<file path="src/rtl/core/gbl_pkg.sv">
package gbl_pkg;

    typedef enum logic [1:0]
    {
        JOB_ERR,
        JOB_HDR,
        JOB_ROW
    } job_kind_t;

    typedef struct packed
    {
        job_kind_t   kind;
        logic [1:0]  status;
        logic [15:0] x0;
        logic [15:0] x1;
        logic [15:0] y0;
        logic [15:0] y1;
        logic [15:0] row_bits;
        logic [4:0]  width;
        logic [15:0] fg;
        logic [15:0] bg;
        logic        glyph_end;
    } job_t;

    localparam logic [7:0] CMD_CASET = 8'h2A;
    localparam logic [7:0] CMD_RASET = 8'h2B;
    localparam logic [7:0] CMD_RAMWR = 8'h2C;
    localparam logic [7:0] ERR_BYTE  = 8'h00;

    localparam logic [1:0] STATUS_OK       = 2'd0;
    localparam logic [1:0] STATUS_OOB      = 2'd1;
    localparam logic [1:0] STATUS_NO_GLYPH = 2'd2;

    localparam logic [5:0] STEP_CASET = 6'd0;
    localparam logic [5:0] STEP_X0_HI = 6'd1;
    localparam logic [5:0] STEP_X0_LO = 6'd2;
    localparam logic [5:0] STEP_X1_HI = 6'd3;
    localparam logic [5:0] STEP_X1_LO = 6'd4;
    localparam logic [5:0] STEP_RASET = 6'd5;
    localparam logic [5:0] STEP_Y0_HI = 6'd6;
    localparam logic [5:0] STEP_Y0_LO = 6'd7;
    localparam logic [5:0] STEP_Y1_HI = 6'd8;
    localparam logic [5:0] STEP_Y1_LO = 6'd9;
    localparam logic [5:0] STEP_RAMWR = 6'd10;
    localparam logic [5:0] STEP_PIXEL = 6'd11;

endpackage

</file>
<file path="src/rtl/core/glyph_blit_to_lcd_byte_stream_top.sv">
// Glyph blitter: one monochrome bitmap row per request in, display-controller bytes out.
// Both sides look like a queue. A request is taken when push is high and full is low;
// a byte is taken when pop is high and empty is low, and the oldest byte stays on the
// result ports until then.
// The first row of a glyph checks the window and produces CASET, four bytes, RASET,
// four bytes and RAMWR, followed by its pixels. Every row produces two bytes per pixel,
// so a row gives 2 * width bytes, plus 11 bytes for the header row.
// A rejected window or a row without a glyph produces a single error byte, and the
// remaining rows of a rejected glyph produce nothing.
// The back-end byte sequencer gives one byte per cycle while jobs wait and pop stays high.
// A taken row request is written into the two-entry job queue; with the back end idle,
// the job moves to the current-job register and its first byte then to the output register.
// When the receiver stalls, the back end holds its byte and the job queue fills,
// after which full rises and the front end waits.
// Reset clears the glyph state, job queue and valid flags, not the output byte itself.
module glyph_blit_to_lcd_byte_stream_top #(
    parameter int SCREEN_WIDTH   = 320,
    parameter int SCREEN_HEIGHT  = 240,
    parameter int MAX_ROW_BITS   = 16,
    parameter int MAX_GLYPH_ROWS = 64
) (
    input  logic        clk,
    input  logic        rst_n,
    input  logic        push,
    output logic        full,
    input  logic [15:0] row_bits,
    input  logic        first_row,
    input  logic [15:0] x_origin,
    input  logic [15:0] y_origin,
    input  logic [4:0]  glyph_width,
    input  logic [6:0]  glyph_height,
    input  logic [15:0] fg_color,
    input  logic [15:0] bg_color,
    output logic        empty,
    input  logic        pop,
    output logic [7:0]  out_byte,
    output logic        is_data,
    output logic        last,
    output logic        glyph_end,
    output logic [1:0]  status
);
    import gbl_pkg::*;

    logic job_push;
    job_t job_in;
    job_t job_head;
    logic q_full;
    logic q_valid;
    logic q_pop;

    assign full = q_full;

    gbl_front #(
        .SCREEN_WIDTH   (SCREEN_WIDTH),
        .SCREEN_HEIGHT  (SCREEN_HEIGHT),
        .MAX_ROW_BITS   (MAX_ROW_BITS),
        .MAX_GLYPH_ROWS (MAX_GLYPH_ROWS)
    ) u_front (
        .clk          (clk),
        .rst_n        (rst_n),
        .push         (push),
        .q_full       (q_full),
        .row_bits     (row_bits),
        .first_row    (first_row),
        .x_origin     (x_origin),
        .y_origin     (y_origin),
        .glyph_width  (glyph_width),
        .glyph_height (glyph_height),
        .fg_color     (fg_color),
        .bg_color     (bg_color),
        .job_push     (job_push),
        .job          (job_in)
    );

    gbl_jobq u_jobq (
        .clk     (clk),
        .rst_n   (rst_n),
        .wr_en   (job_push),
        .wr_job  (job_in),
        .rd_en   (q_pop),
        .rd_job  (job_head),
        .q_full  (q_full),
        .q_valid (q_valid)
    );

    gbl_back u_back (
        .clk       (clk),
        .rst_n     (rst_n),
        .q_valid   (q_valid),
        .q_job     (job_head),
        .q_pop     (q_pop),
        .empty     (empty),
        .pop       (pop),
        .out_byte  (out_byte),
        .is_data   (is_data),
        .last      (last),
        .glyph_end (glyph_end),
        .status    (status)
    );

endmodule

</file>
<file path="src/rtl/core/gbl_front.sv">
module gbl_front #(
    parameter int SCREEN_WIDTH   = 320,
    parameter int SCREEN_HEIGHT  = 240,
    parameter int MAX_ROW_BITS   = 16,
    parameter int MAX_GLYPH_ROWS = 64
) (
    input  logic          clk,
    input  logic          rst_n,
    input  logic          push,
    input  logic          q_full,
    input  logic [15:0]   row_bits,
    input  logic          first_row,
    input  logic [15:0]   x_origin,
    input  logic [15:0]   y_origin,
    input  logic [4:0]    glyph_width,
    input  logic [6:0]    glyph_height,
    input  logic [15:0]   fg_color,
    input  logic [15:0]   bg_color,
    output logic          job_push,
    output gbl_pkg::job_t job
);
    import gbl_pkg::*;

    logic [6:0]  rows_left_reg, rows_left_next;
    logic [4:0]  active_width_reg, active_width_next;
    logic [15:0] active_fg_reg, active_fg_next;
    logic [15:0] active_bg_reg, active_bg_next;
    logic        dropping_reg, dropping_next;
    logic        accept;
    logic [17:0] x_end;
    logic [17:0] y_end;
    logic        window_ok;
    logic [6:0]  h_minus_one;

    assign accept      = push && !q_full;
    assign x_end       = {2'b00, x_origin} + {13'd0, glyph_width};
    assign y_end       = {2'b00, y_origin} + {11'd0, glyph_height};
    assign h_minus_one = glyph_height - 7'd1;
    assign window_ok   = (glyph_width != 5'd0) && (glyph_width <= 5'(MAX_ROW_BITS))
                      && (glyph_height != 7'd0) && (glyph_height <= 7'(MAX_GLYPH_ROWS))
                      && (x_end <= 18'(SCREEN_WIDTH)) && (y_end <= 18'(SCREEN_HEIGHT));

    always_comb
    begin
        rows_left_next    = rows_left_reg;
        active_width_next = active_width_reg;
        active_fg_next    = active_fg_reg;
        active_bg_next    = active_bg_reg;
        dropping_next     = dropping_reg;
        job_push          = 1'b0;
        job.kind          = JOB_ROW;
        job.status        = STATUS_OK;
        job.x0            = x_origin;
        job.x1            = x_origin + {11'd0, glyph_width} - 16'd1;
        job.y0            = y_origin;
        job.y1            = y_origin + {9'd0, glyph_height} - 16'd1;
        job.row_bits      = row_bits;
        job.width         = active_width_reg;
        job.fg            = active_fg_reg;
        job.bg            = active_bg_reg;
        job.glyph_end     = 1'b0;
        if (accept)
        begin
            if (first_row)
            begin
                job_push = 1'b1;
                if (!window_ok)
                begin
                    job.kind       = JOB_ERR;
                    job.status     = STATUS_OOB;
                    rows_left_next = (glyph_height != 7'd0) ? h_minus_one : 7'd0;
                    dropping_next  = (glyph_height != 7'd0) && (h_minus_one != 7'd0);
                end
                else
                begin
                    job.kind          = JOB_HDR;
                    job.width         = glyph_width;
                    job.fg            = fg_color;
                    job.bg            = bg_color;
                    job.glyph_end     = (h_minus_one == 7'd0);
                    active_width_next = glyph_width;
                    active_fg_next    = fg_color;
                    active_bg_next    = bg_color;
                    rows_left_next    = h_minus_one;
                    dropping_next     = 1'b0;
                end
            end
            else if (dropping_reg)
            begin
                if (rows_left_reg != 7'd0)
                begin
                    rows_left_next = rows_left_reg - 7'd1;
                end
                if (rows_left_next == 7'd0)
                begin
                    dropping_next = 1'b0;
                end
            end
            else if (rows_left_reg == 7'd0)
            begin
                job_push   = 1'b1;
                job.kind   = JOB_ERR;
                job.status = STATUS_NO_GLYPH;
            end
            else
            begin
                job_push       = 1'b1;
                job.glyph_end  = (rows_left_reg == 7'd1);
                rows_left_next = rows_left_reg - 7'd1;
            end
        end
    end

    always_ff @(posedge clk or negedge rst_n)
    begin
        if (!rst_n)
        begin
            rows_left_reg    <= 7'd0;
            active_width_reg <= 5'd0;
            active_fg_reg    <= 16'd0;
            active_bg_reg    <= 16'd0;
            dropping_reg     <= 1'b0;
        end
        else
        begin
            rows_left_reg    <= rows_left_next;
            active_width_reg <= active_width_next;
            active_fg_reg    <= active_fg_next;
            active_bg_reg    <= active_bg_next;
            dropping_reg     <= dropping_next;
        end
    end

endmodule

</file>
<file path="src/rtl/core/gbl_jobq.sv">
module gbl_jobq (
    input  logic          clk,
    input  logic          rst_n,
    input  logic          wr_en,
    input  gbl_pkg::job_t wr_job,
    input  logic          rd_en,
    output gbl_pkg::job_t rd_job,
    output logic          q_full,
    output logic          q_valid
);
    import gbl_pkg::*;

    localparam int DEPTH = 2;
    localparam int AW    = $clog2(DEPTH);

    job_t          slot_reg [DEPTH];
    logic [AW-1:0] wr_ptr_reg, wr_ptr_next;
    logic [AW-1:0] rd_ptr_reg, rd_ptr_next;
    logic [AW:0]   count_reg, count_next;
    logic          do_wr;
    logic          do_rd;

    assign q_full  = (count_reg == (AW+1)'(DEPTH));
    assign q_valid = (count_reg != '0);
    assign do_wr   = wr_en && !q_full;
    assign do_rd   = rd_en && q_valid;
    assign rd_job  = slot_reg[rd_ptr_reg];

    always_comb
    begin
        wr_ptr_next = do_wr ? wr_ptr_reg + 1'b1 : wr_ptr_reg;
        rd_ptr_next = do_rd ? rd_ptr_reg + 1'b1 : rd_ptr_reg;
        count_next  = count_reg;
        if (do_wr && !do_rd)
        begin
            count_next = count_reg + 1'b1;
        end
        else if (do_rd && !do_wr)
        begin
            count_next = count_reg - 1'b1;
        end
    end

    always_ff @(posedge clk or negedge rst_n)
    begin
        if (!rst_n)
        begin
            wr_ptr_reg <= '0;
            rd_ptr_reg <= '0;
            count_reg  <= '0;
        end
        else
        begin
            wr_ptr_reg <= wr_ptr_next;
            rd_ptr_reg <= rd_ptr_next;
            count_reg  <= count_next;
        end
    end

    always_ff @(posedge clk)
    begin
        if (do_wr)
        begin
            slot_reg[wr_ptr_reg] <= wr_job;
        end
    end

endmodule

</file>
<file path="src/rtl/core/gbl_back.sv">
module gbl_back (
    input  logic          clk,
    input  logic          rst_n,
    input  logic          q_valid,
    input  gbl_pkg::job_t q_job,
    output logic          q_pop,
    output logic          empty,
    input  logic          pop,
    output logic [7:0]    out_byte,
    output logic          is_data,
    output logic          last,
    output logic          glyph_end,
    output logic [1:0]    status
);
    import gbl_pkg::*;

    job_t        cur_reg, cur_next;
    logic        cur_valid_reg, cur_valid_next;
    logic [5:0]  step_reg, step_next;
    logic [5:0]  end_step_reg, end_step_next;
    logic [15:0] bits_reg, bits_next;
    logic        out_valid_reg, out_valid_next;
    logic [7:0]  out_byte_reg;
    logic        is_data_reg;
    logic        last_reg;
    logic        glyph_end_reg;
    logic [1:0]  status_reg;

    logic        out_free;
    logic        emit;
    logic        cur_last;
    logic        load;
    logic [5:0]  pix_off;
    logic [15:0] color;
    logic [7:0]  sel_byte;
    logic        sel_data;

    assign out_free = !out_valid_reg || pop;
    assign emit     = cur_valid_reg && out_free;
    assign cur_last = (cur_reg.kind == JOB_ERR) || (step_reg == end_step_reg);
    assign load     = q_valid && (!cur_valid_reg || (emit && cur_last));
    assign q_pop    = load;
    assign pix_off  = step_reg - STEP_PIXEL;
    assign color    = bits_reg[15] ? cur_reg.fg : cur_reg.bg;

    always_comb
    begin
        sel_byte = ERR_BYTE;
        sel_data = 1'b0;
        if (cur_reg.kind != JOB_ERR)
        begin
            case (step_reg)
                STEP_CASET: sel_byte = CMD_CASET;
                STEP_X0_HI: begin sel_byte = cur_reg.x0[15:8]; sel_data = 1'b1; end
                STEP_X0_LO: begin sel_byte = cur_reg.x0[7:0];  sel_data = 1'b1; end
                STEP_X1_HI: begin sel_byte = cur_reg.x1[15:8]; sel_data = 1'b1; end
                STEP_X1_LO: begin sel_byte = cur_reg.x1[7:0];  sel_data = 1'b1; end
                STEP_RASET: sel_byte = CMD_RASET;
                STEP_Y0_HI: begin sel_byte = cur_reg.y0[15:8]; sel_data = 1'b1; end
                STEP_Y0_LO: begin sel_byte = cur_reg.y0[7:0];  sel_data = 1'b1; end
                STEP_Y1_HI: begin sel_byte = cur_reg.y1[15:8]; sel_data = 1'b1; end
                STEP_Y1_LO: begin sel_byte = cur_reg.y1[7:0];  sel_data = 1'b1; end
                STEP_RAMWR: sel_byte = CMD_RAMWR;
                default:
                begin
                    sel_byte = pix_off[0] ? color[7:0] : color[15:8];
                    sel_data = 1'b1;
                end
            endcase
        end
    end

    always_comb
    begin
        cur_next       = cur_reg;
        cur_valid_next = cur_valid_reg;
        step_next      = step_reg;
        end_step_next  = end_step_reg;
        bits_next      = bits_reg;
        out_valid_next = out_valid_reg;
        if (emit)
        begin
            out_valid_next = 1'b1;
            step_next      = step_reg + 6'd1;
            if ((step_reg >= STEP_PIXEL) && pix_off[0])
            begin
                bits_next = {bits_reg[14:0], 1'b0};
            end
            if (cur_last)
            begin
                cur_valid_next = 1'b0;
            end
        end
        else if (pop)
        begin
            out_valid_next = 1'b0;
        end
        if (load)
        begin
            cur_valid_next = 1'b1;
            cur_next       = q_job;
            step_next      = (q_job.kind == JOB_HDR) ? STEP_CASET : STEP_PIXEL;
            end_step_next  = STEP_PIXEL + {q_job.width, 1'b0} - 6'd1;
            bits_next      = q_job.row_bits;
        end
    end

    always_ff @(posedge clk or negedge rst_n)
    begin
        if (!rst_n)
        begin
            cur_valid_reg <= 1'b0;
            out_valid_reg <= 1'b0;
        end
        else
        begin
            cur_valid_reg <= cur_valid_next;
            out_valid_reg <= out_valid_next;
        end
    end

    always_ff @(posedge clk)
    begin
        cur_reg      <= cur_next;
        step_reg     <= step_next;
        end_step_reg <= end_step_next;
        bits_reg     <= bits_next;
        if (emit)
        begin
            out_byte_reg  <= sel_byte;
            is_data_reg   <= sel_data;
            last_reg      <= cur_last;
            glyph_end_reg <= cur_last && cur_reg.glyph_end;
            status_reg    <= cur_reg.status;
        end
    end

    assign empty     = !out_valid_reg;
    assign out_byte  = out_byte_reg;
    assign is_data   = is_data_reg;
    assign last      = last_reg;
    assign glyph_end = glyph_end_reg;
    assign status    = status_reg;

endmodule

</file>
<file path="config.mk">
export PLATFORM = sky130hd
export DESIGN_NAME = glyph_blit_to_lcd_byte_stream_top
export DESIGN_NICKNAME = d
export VERILOG_FILES = /design/src/rtl/core/gbl_pkg.sv /design/src/rtl/core/glyph_blit_to_lcd_byte_stream_top.sv /design/src/rtl/core/gbl_front.sv /design/src/rtl/core/gbl_jobq.sv /design/src/rtl/core/gbl_back.sv
export SDC_FILE = /design/constraint.sdc
export NUM_CORES = 1
export LEC_CHECK = 0
export BUFFER_PORTS_ARGS = -buffer_cell sky130_fd_sc_hd__buf_4
export CELL_PAD_IN_SITES_DETAIL_PLACEMENT = 1
export CELL_PAD_IN_SITES_GLOBAL_PLACEMENT = 1
export CORE_ASPECT_RATIO = 0.6
export CORE_MARGIN = 8
export CORE_UTILIZATION = 50
export CTS_CLUSTER_SIZE = 12
export DETAILED_ROUTE_END_ITERATION = 16
export PLACE_DENSITY_LB_ADDON = 0.1
export SLEW_MARGIN = 20
export SYNTH_ARGS = -nofsm -noshare
export SYNTH_HDL_FRONTEND = slang
export SYNTH_SLANG_ARGS = --single-unit
</file>
<file path="constraint.sdc">
create_clock -name clk -period 8.63 [get_ports clk]
set_input_delay 0 -clock clk [delete_from_list [all_inputs] [get_ports clk]]
set_output_delay 0 -clock clk [all_outputs]
set_load 0.03 [all_outputs]
</file>
==> results.json, run 1 <==
{
  "placementRows": 57,
  "drt_first_iter_violations": 964,
  "postSynthRegisterBits": 436,
  "post_dp_cell_area_um2": 21600,
  "design.portCount": 112,
  "cp_data_required_time_ns": 8.93,
  "detail-route-antenna-nets": 0,
  "place_inst": 1981,
  "synth-compound-area-share": 0.0566,
  "path_clk_slew_ns": 0.06,
  "timing.final.crit_share": 0.553,
  "ctsRootBufferMaster": "sky130_fd_sc_hd__clkbuf_16",
  "power_mw": 6.75,
  "fraction_of_registers_with_async_set_reset": 0.117,
  "synth_top_family_by_area": "multiplexers",
  "met2_usage": 0.335,
  "timing.critical_path.arrival_ns": 5.07,
  "drt_pre_antenna_iters": 5,
  "starting_density_of_the_core": 0.503,
  "detail_route.wl_per_cell_um": 23.7,
  "timing.hold.ws_ns": 0.0452,
  "route.detailed.drc": 0,
  "cell_taking_the_most_area_after_synthesis": "sky130_fd_sc_hd__edfxtp_1",
  "synth.area.mux_share": 0.140,
  "timing.final.crit_period_ns": 4.77,
  "critical_path.max_fanout": 46,
  "cts-buffers-inserted": 43,
  "finalClockSkew_ns": 0.0169,
  "global_route_met1_usage": 0.321,
  "hp-start": "glyph_height[3]",
  "rr_startpoint": "u_jobq.count_reg[0]",
  "cts_tree": "yes",
  "most_congested_layer_reported_by_global_routing": "met2",
  "via_cell_ratio": 5.59,
  "routed_wirelength_um": 51000,
  "clock_latency_ns": 0.55,
  "synth_cell_types": 64,
  "syn-mean-instance-area_um2": 14.7,
  "final.setup.tns_ns": 0,
  "vdd_drop_max_mv": 0.185,
  "fp.dieW_um": 275,
  "postCtsSetupRepairBufs": 0,
  "core-area_um2": 40100,
  "finalCoreUtilization": 0.593,
  "maxSlewHeadroom": 0.346,
  "worstHoldPathType": "input pin to flop",
  "final_hold_violation_count": 0,
  "buffer_depth_of_the_longest_clock_path": 3,
  "syn_area_um2": 20100,
  "grt_util_met3": 0.0392,
  "post_synth_xor_area_fraction": 0.0274,
  "worst_slew_pin_slew_ns": 0.981,
  "num_antenna_cells": 0,
  "global_route.overflow_total": 0,
  "gpl.final_weighted_congestion": 0.837,
  "track_usage": 0.217,
  "maxClockFrequency_mhz": 210,
  "synth_warnings": 0,
  "most_instantiated_library_cell_after_synthesis": "sky130_fd_sc_hd__edfxtp_1",
  "numClockSinks": 436,
  "die_area_um2": 47200,
  "power_density_nw_per_um2": 284,
  "synth_simple_gate_area_share": 0.0571,
  "run_status": "completed",
  "cts_htree_levels": 2,
  "final_critical_path_setup_slack_ns": 3.86,
  "cell_count_after_synthesis": 1368,
  "antenna_found_initial": 3,
  "cap_violations": 0,
  "dp_slack_ns": 3.76,
  "layout.cells.non_filler": 2151,
  "synth_edf_count": 385,
  "final_net_count": 1774,
  "largest_register_ff_count": 244,
  "postLayoutCellArea_um2": 23800,
  "dpl.hpwl_um": 33900,
  "synth_top_area_share": 0.574,
  "drv_slew": 0,
  "layout_stage_area_growth_over_the_synthesis_result_pct": 18.1,
  "cts-resized-gates": 0,
  "worst-r2r-cell-count": 8,
  "yosysSeqAreaShare": 0.637,
  "die_h_um": 171,
  "port_buffers": 111,
  "reg2reg_to": "u_jobq.slot_reg[0][16]",
  "setup_slack_on_the_worst_flop_to_flop_path_ns": 5.33,
  "leakage_nw": 9.27,
  "num_vias": 12000,
  "setup_repair_after_global_routing_missed_its_margin": "no",
  "yosys-top-cells-area": "sky130_fd_sc_hd__edfxtp_1 57%, sky130_fd_sc_hd__mux2_2 6.5%, sky130_fd_sc_hd__dfrtp_1 6.3%, sky130_fd_sc_hd__ha_1 5.0%, sky130_fd_sc_hd__mux2_4 4.5%",
  "worst_hold_path.endpoint": "u_front.rows_left_reg[5]",
  "postSynthNetCount": 1550,
  "final-setup-viol-count": 0,
  "crit_start_category": "input pin",
  "hold-path-cell-count": 5,
  "wire_length_of_the_first_global_routing_pass_um": 77800,
  "layout-drive-gt1-share": 0.229,
  "grt_pass1_vias": 12800,
  "grt_start_max_net_pins": 78,
  "synth_common_cells": "385 x sky130_fd_sc_hd__edfxtp_1, 116 x sky130_fd_sc_hd__mux2_2, 92 x sky130_fd_sc_hd__inv_1",
  "setup.worst_path.class": "input pin to flop",
  "synthAdderAreaFrac": 0.0543,
  "setup.worst_path.end_class": "flop",
  "synth-main-ff-cell": "sky130_fd_sc_hd__edfxtp_1"
}
[routing by layer]
metal / routed length [um] / vias up
li1: - / 5567
met4: 844 / 0
met1: 24500 / 6141
met2: 23000 / 265
met5: 0 / -
met3: 2570 / 59
[worst max-delay path, cell delays in order]
cell	delay [ns]
sky130_fd_sc_hd__dlygate4sd3_1	0.56
sky130_fd_sc_hd__buf_4	0.17
sky130_fd_sc_hd__ha_1	0.22
sky130_fd_sc_hd__fa_1	0.41
sky130_fd_sc_hd__a21oi_1	0.31
sky130_fd_sc_hd__o22ai_1	0.27
sky130_fd_sc_hd__nand4_1	0.20
sky130_fd_sc_hd__mux2i_1	0.23
sky130_fd_sc_hd__nand4_1	0.37
sky130_fd_sc_hd__nor4_2	0.74
sky130_fd_sc_hd__nand4_1	0.29
sky130_fd_sc_hd__buf_4	0.36
sky130_fd_sc_hd__buf_4	0.46
sky130_fd_sc_hd__mux2_4	0.42
[kinds of logic (layout without fill, tap and decap cells)]
group	after synthesis	in the layout
and+or+nand+nor	238	238
AOI/OAI and AO/OA	185	185
buffers and inverters	134	386
DFF	436	436
adders and majority gates	85	85
xor gates and xnor gates	63	63
muxes	227	227
[how the worst max path moves through the flow]
stage	to	depth (start not counted)	from	slack (ns)
6_report	u_jobq.slot_reg[0][16]	14	glyph_width[0]	3.86
5_1_grt	u_jobq.slot_reg[1][16]	14	glyph_width[0]	3.74
4_1_cts	u_jobq.slot_reg[0][30]	14	glyph_width[0]	3.76
3_5_place_dp	u_jobq.slot_reg[0][4]	13	x_origin[0]	3.76
3_3_place_gp	u_jobq.slot_reg[0][2]	13	x_origin[0]	3.82
2_1_floorplan	u_jobq.slot_reg[0][0]	4	u_jobq.count_reg[0]	2.03
[cells in the final DEF (no fill, tap or decap), types with 55 or more instances in the layout]
master / synthesis / final
sky130_fd_sc_hd__edfxtp_1: 385 / 385
sky130_fd_sc_hd__mux2_4: 60 / 60
sky130_fd_sc_hd__ha_1: 81 / 81
sky130_fd_sc_hd__nor2_1: 56 / 55
sky130_fd_sc_hd__buf_4: 1 / 123
sky130_fd_sc_hd__mux2_2: 116 / 116
sky130_fd_sc_hd__inv_1: 92 / 91
sky130_fd_sc_hd__nand2_1: 64 / 64
sky130_fd_sc_hd__dlygate4sd3_1: 0 / 96
[what timing repair did]
action | in CTS | in global routing
hold buffers | 96 | 0
endpoints found under the hold margin | 276 | 0
endpoints found under the setup margin | 0 | 0
[power by group]
group / internal (mW) / switching [mW] / total [mW]
registers: 2.98 / 0.261 / 3.24
logic: 0.716 / 1.09 / 1.80
clock network: 0.945 / 0.766 / 1.71
[layout make-up]
type	count	area, um2
Multi-Input combinational cell	798	6770
Inverter	92	348
Tap cell	531	664
Timing Repair Buffer	221	1920
Fill cell	3786	16300
Clock inverter	6	47.5
Sequential cell	436	12800
Clock buffer	67	1190
Note: power is estimated with default switching activity, not from simulation.
==> run 2, diff against run 1 <==
CORE_UTILIZATION = 47   (was 50)
clock period = 3.98 ns   (was 8.63 ns; I/O delays follow)
==> results.json, run 2 (synthesized netlist as in run 1, its figures left out) <==
{
  "run_status": "completed",
  "core-area_um2": 42100,
  "setup_repair_after_global_routing_missed_its_margin": "no",
  "cts-buffers-inserted": 44,
  "detail-route-antenna-nets": 0,
  "timing.final.crit_period_ns": 3.72,
  "leakage_nw": 9.36,
  "crit_start_category": "input pin",
  "post_dp_cell_area_um2": 21800,
  "largest_register_ff_count": 244,
  "timing.critical_path.arrival_ns": 4.00,
  "design.portCount": 112,
  "dpl.hpwl_um": 33800,
  "worstHoldPathType": "input pin to flop",
  "clock_latency_ns": 0.55,
  "leading_cell_types_in_the_layout_fill_and_taps_excluded": "385 x sky130_fd_sc_hd__edfxtp_1, 130 x sky130_fd_sc_hd__buf_4, 116 x sky130_fd_sc_hd__mux2_2",
  "detail_route.wl_per_cell_um": 22.8,
  "global_route.overflow_total": 0,
  "starting_density_of_the_core": 0.479,
  "buffer_depth_of_the_longest_clock_path": 3,
  "port_buffers": 111,
  "layout.cells.most_common": "sky130_fd_sc_hd__edfxtp_1",
  "final_net_count": 1786,
  "cap_violations": 0,
  "num_antenna_cells": 0,
  "track_usage": 0.198,
  "antenna_found_initial": 4,
  "cp_data_required_time_ns": 4.26,
  "area_occupied_by_multi_input_gates_um2": 6780,
  "die_area_um2": 50000,
  "wire_length_of_the_first_global_routing_pass_um": 77100,
  "place_inst": 2032,
  "fp.dieW_um": 283,
  "worst_slew_pin_slew_ns": 1.06,
  "postCtsSetupRepairBufs": 0,
  "layout-drive-gt1-share": 0.234,
  "setup.worst_path.class": "input pin to flop",
  "ctsRootBufferMaster": "sky130_fd_sc_hd__clkbuf_16",
  "path_clk_slew_ns": 0.06,
  "drv_slew": 0,
  "finalClockSkew_ns": 0.0213,
  "vdd_drop_max_mv": 0.307,
  "cts_tree": "yes",
  "die_h_um": 176,
  "drt_pre_antenna_iters": 4,
  "grt_start_max_net_pins": 99,
  "layout_stage_area_growth_over_the_synthesis_result_pct": 19.2,
  "grt_pass1_vias": 12700,
  "numClockSinks": 436,
  "maxSlewHeadroom": 0.289,
  "timing.final.crit_share": 0.935,
  "critical_path.max_fanout": 7,
  "setup.worst_path.end_class": "flop",
  "routed_wirelength_um": 50200,
  "postLayoutCellArea_um2": 24000,
  "layout.filler_cells": 4018,
  "ff_latch_area_um2": 12800,
  "route.detailed.drc": 0,
  "cts_htree_levels": 2,
  "via_cell_ratio": 5.46,
  "final-setup-viol-count": 0,
  "maxClockFrequency_mhz": 269,
  "placementRows": 58,
  "num_vias": 12000,
  "layout.cells.non_filler": 2202,
  "final_hold_violation_count": 0,
  "power_density_nw_per_um2": 613,
  "drt_first_iter_violations": 905,
  "gpl.final_weighted_congestion": 0.833
}
==> run 2: layout make-up <==
class                      instances  share of cell area
sequential                       436               0.535
multi-input combinational        798               0.282
timing repair buffer             232              0.0857
clock buffer                      72              0.0520
tap                              570              0.0297
inverter                          92              0.0145
clock inverter                     2            0.000834
==> run 2: metal layers <==
layer	GRT usage	wire length [um]	vias to the layer above
li1	-	-	5579
met1	0.300	25100	6126
met2	0.302	22000	257
met3	0.0315	2440	51
met4	0.0391	660	2
met5	0	13	-
==> run 2: repair_timing <==
item,in CTS,in global routing
hold buffers,96,0
endpoints found under the hold margin,273,0
setup endpoints to repair,0,89
resized for setup,0,1
==> run 2: worst paths after layout <==
path                                startpoint                           to  slack (ns)  cells past startpoint
min in group asynchronous                rst_n  u_front.active_width_reg[2]        0.08                      2
min                             glyph_width[0]       u_jobq.slot_reg[1][86]        0.05                      4
min reg2reg                u_back.cur_reg[118]             u_back.status[0]        0.42                      0
max reg2reg                 u_back.step_reg[0]           u_back.out_byte[7]        0.86                      8
max in group asynchronous                rst_n            u_jobq.rd_ptr_reg        3.30                      2
max                                y_origin[8]       u_jobq.slot_reg[0][30]        0.26                     12
==> run 2: critical path, stage by stage <==
cell	delay, ns
sky130_fd_sc_hd__dlygate4sd3_1	0.54
sky130_fd_sc_hd__buf_4	0.18
sky130_fd_sc_hd__ha_1	0.27
sky130_fd_sc_hd__o2111ai_1	0.39
sky130_fd_sc_hd__a221o_1	0.41
sky130_fd_sc_hd__nor4_1	0.23
sky130_fd_sc_hd__nand4_1	0.18
sky130_fd_sc_hd__nor4_2	0.70
sky130_fd_sc_hd__nand4_1	0.30
sky130_fd_sc_hd__buf_4	0.29
sky130_fd_sc_hd__buf_4	0.19
sky130_fd_sc_hd__mux2_4	0.31
==> run 2: report_power, final <==
part | internal, mW | total (mW) | switching (mW)
combinational | 1.57 | 3.92 | 2.34
sequential | 6.45 | 7.02 | 0.575
clock | 2.13 | 3.78 | 1.65
total | 10.2 | 14.7 | 4.57
==> run 2: metrics by stage <==
step | hold slack [ns] | worst slack [ns] | power [mW] | utilization | setup TNS [ns]
2_1_floorplan | -0.296 | 0.383 | 9.47 | - | 0
5_1_grt | 0.0424 | 0.175 | 15.4 | 0.570 | 0
3_5_place_dp | 0.144 | -0.329 | 11.0 | 0.517 | -28.65
3_3_place_gp | 0.131 | -0.208 | 10.8 | 0.517 | -15.78
6_report | 0.0507 | 0.257 | 14.7 | 0.570 | 0
4_1_cts | 0.0138 | 0.0120 | 14.9 | 0.570 | 0
==> run 3, diff against run 2 <==
HOLD_SLACK_MARGIN = 0.1   (was default)
==> results.json, run 3 (synthesized netlist as in run 1, its figures left out) <==
{
  "final-setup-viol-count": 0,
  "leakage_nw": 9.36,
  "worstHoldPathType": "input pin to async pin",
  "dpl.hpwl_um": 33800,
  "numClockSinks": 436,
  "num_vias": 12000,
  "placementRows": 58,
  "critical_path.max_fanout": 7,
  "p_sw_mw": 4.57,
  "run_status": "completed",
  "detail_route.wl_per_cell_um": 22.8,
  "gpl.final_weighted_congestion": 0.833,
  "place_inst": 2032,
  "num_antenna_cells": 0,
  "layout.cells.non_filler": 2204,
  "p_int_mw": 10.2,
  "drt_pre_antenna_iters": 4,
  "detail-route-antenna-nets": 0,
  "cp_cell_sequence": "dlygate4sd3_1 > buf_4 > ha_1 > o2111ai_1 > a221o_1 > nor4_1 > nand4_1 > nor4_2 > nand4_1 > buf_4 > buf_4 > mux2_4",
  "power_switching_share": 0.310,
  "largest_register_ff_count": 244,
  "postLayoutCellArea_um2": 24000,
  "timing.final.crit_share": 0.935,
  "comb_power_share": 0.266,
  "crit_start_category": "input pin",
  "clock_power_share": 0.257,
  "track_usage": 0.198,
  "max_stage_delay_ns": 0.70,
  "maxClockFrequency_mhz": 269,
  "power_density_nw_per_um2": 613,
  "core-area_um2": 42100,
  "final_net_count": 1788,
  "wire_length_of_the_first_global_routing_pass_um": 77100,
  "starting_density_of_the_core": 0.479,
  "setup.worst_path.end_class": "flop",
  "path_clk_slew_ns": 0.06,
  "drv_slew": 0,
  "setup_repair_after_global_routing_missed_its_margin": "no",
  "die_h_um": 176,
  "layout.filler_cells": 4017,
  "grt_pass1_vias": 12800,
  "ctsRootBufferMaster": "sky130_fd_sc_hd__clkbuf_16",
  "die_area_um2": 50000,
  "share_seq_of_total_power": 0.477,
  "global_route.overflow_total": 0,
  "design.portCount": 112,
  "route.detailed.drc": 0,
  "grt_start_max_net_pins": 99,
  "crit_top_cell": "sky130_fd_sc_hd__buf_4",
  "vdd_drop_max_mv": 0.307,
  "maxSlewHeadroom": 0.271,
  "finalClockSkew_ns": 0.0205,
  "cts_htree_levels": 2,
  "layout.cells.most_common": "sky130_fd_sc_hd__edfxtp_1",
  "postCtsSetupRepairBufs": 0,
  "timing.critical_path.arrival_ns": 4.00,
  "timing.final.crit_period_ns": 3.72,
  "via_cell_ratio": 5.46,
  "power_mw": 14.7,
  "post_dp_cell_area_um2": 21800,
  "path_delay_family": "simple AND/OR/NAND/NOR gates",
  "drt_first_iter_violations": 876,
  "worst_slew_pin_slew_ns": 1.09,
  "timing.critical_path.buf_inv": 4,
  "port_buffers": 111,
  "cp_data_required_time_ns": 4.26,
  "cap_violations": 0,
  "setup.worst_path.class": "input pin to flop",
  "layout_stage_area_growth_over_the_synthesis_result_pct": 19.3,
  "leading_cell_types_in_the_layout_fill_and_taps_excluded": "385 x sky130_fd_sc_hd__edfxtp_1, 130 x sky130_fd_sc_hd__buf_4, 116 x sky130_fd_sc_hd__mux2_2",
  "cts-buffers-inserted": 44,
  "buffer_depth_of_the_longest_clock_path": 3,
  "final_hold_violation_count": 0,
  "fp.dieW_um": 283,
  "critical-path-slowest-cell": "sky130_fd_sc_hd__nor4_2",
  "layout-drive-gt1-share": 0.234,
  "antenna_found_initial": 4,
  "cts_tree": "yes",
  "clock_latency_ns": 0.54,
  "routed_wirelength_um": 50200
}
-- run 3: layer usage --
metal | up-vias | wire (um) | track usage
met4 | 2 | 696 | 0.0391
met2 | 265 | 22000 | 0.302
met1 | 6125 | 25100 | 0.300
li1 | 5583 | - | -
met3 | 53 | 2420 | 0.0315
met5 | - | 13 | 0
-- run 3: what timing repair did --
| item | CTS | global route |
|---|---|---|
| setup endpoints to repair | 0 | 89 |
| endpoints found under the hold margin | 307 | 0 |
| hold buffers | 98 | 0 |
| resized for setup | 0 | 1 |
-- run 3: worst reg2reg max path: stages (launching register included) --
cell and delay, ns:
sky130_fd_sc_hd__edfxtp_1 0.66, sky130_fd_sc_hd__inv_1 0.21, sky130_fd_sc_hd__ha_1 0.30, sky130_fd_sc_hd__mux2i_1 0.10
sky130_fd_sc_hd__o21ai_0 0.27, sky130_fd_sc_hd__nand2_1 0.17, sky130_fd_sc_hd__and3_1 0.34, sky130_fd_sc_hd__a2111oi_0 0.77
sky130_fd_sc_hd__nor3_1 0.08
-- run 3: final timing paths --
check	from	endpoint	slack, ns	cells past startpoint
max in group asynchronous	rst_n	u_jobq.rd_ptr_reg	3.29	2
hold reg to reg	u_back.cur_reg[118]	u_back.status[0]	0.42	0
setup reg to reg	u_back.step_reg[0]	u_back.out_byte[7]	0.81	8
setup / recovery	y_origin[8]	u_jobq.slot_reg[0][30]	0.26	12
min in group clk	glyph_height[6]	u_front.rows_left_reg[1]	0.16	5
hold / removal	rst_n	u_front.active_width_reg[4]	0.08	2
-- run 3: layout make-up --
class,instances,area [um2],share of cell area
flip-flops and latches,436,12800,0.534
inverters,92,349,0.0145
multi-input cells,798,6780,0.282
repair buffers,234,2080,0.0864
clock inverters,2,20.0,0.000833
well taps,570,713,0.0297
clock buffers,72,1250,0.0519
-- run 3: power groups by stage --
stage	Clock (mW)	Sequential (mW)	Combinational [mW]
6_report	3.78	7.02	3.92
5_1_grt	4.04	7.12	4.27
4_1_cts	3.89	7.03	3.98
3_5_place_dp	0	7.10	3.86
3_3_place_gp	0	7.06	3.76
2_1_floorplan	0	6.89	2.58
-- run 3: stage by stage --
stage	hold WS [ns]	util	worst slack (ns)	setup TNS [ns]
after floorplan	-0.296	-	0.383	0
after global placement	0.131	0.517	-0.208	-15.78
after detailed placement	0.144	0.517	-0.329	-28.65
after CTS	0.100	0.571	0.0120	0
after global routing	0.146	0.571	0.175	0
final	0.0823	0.571	0.258	0
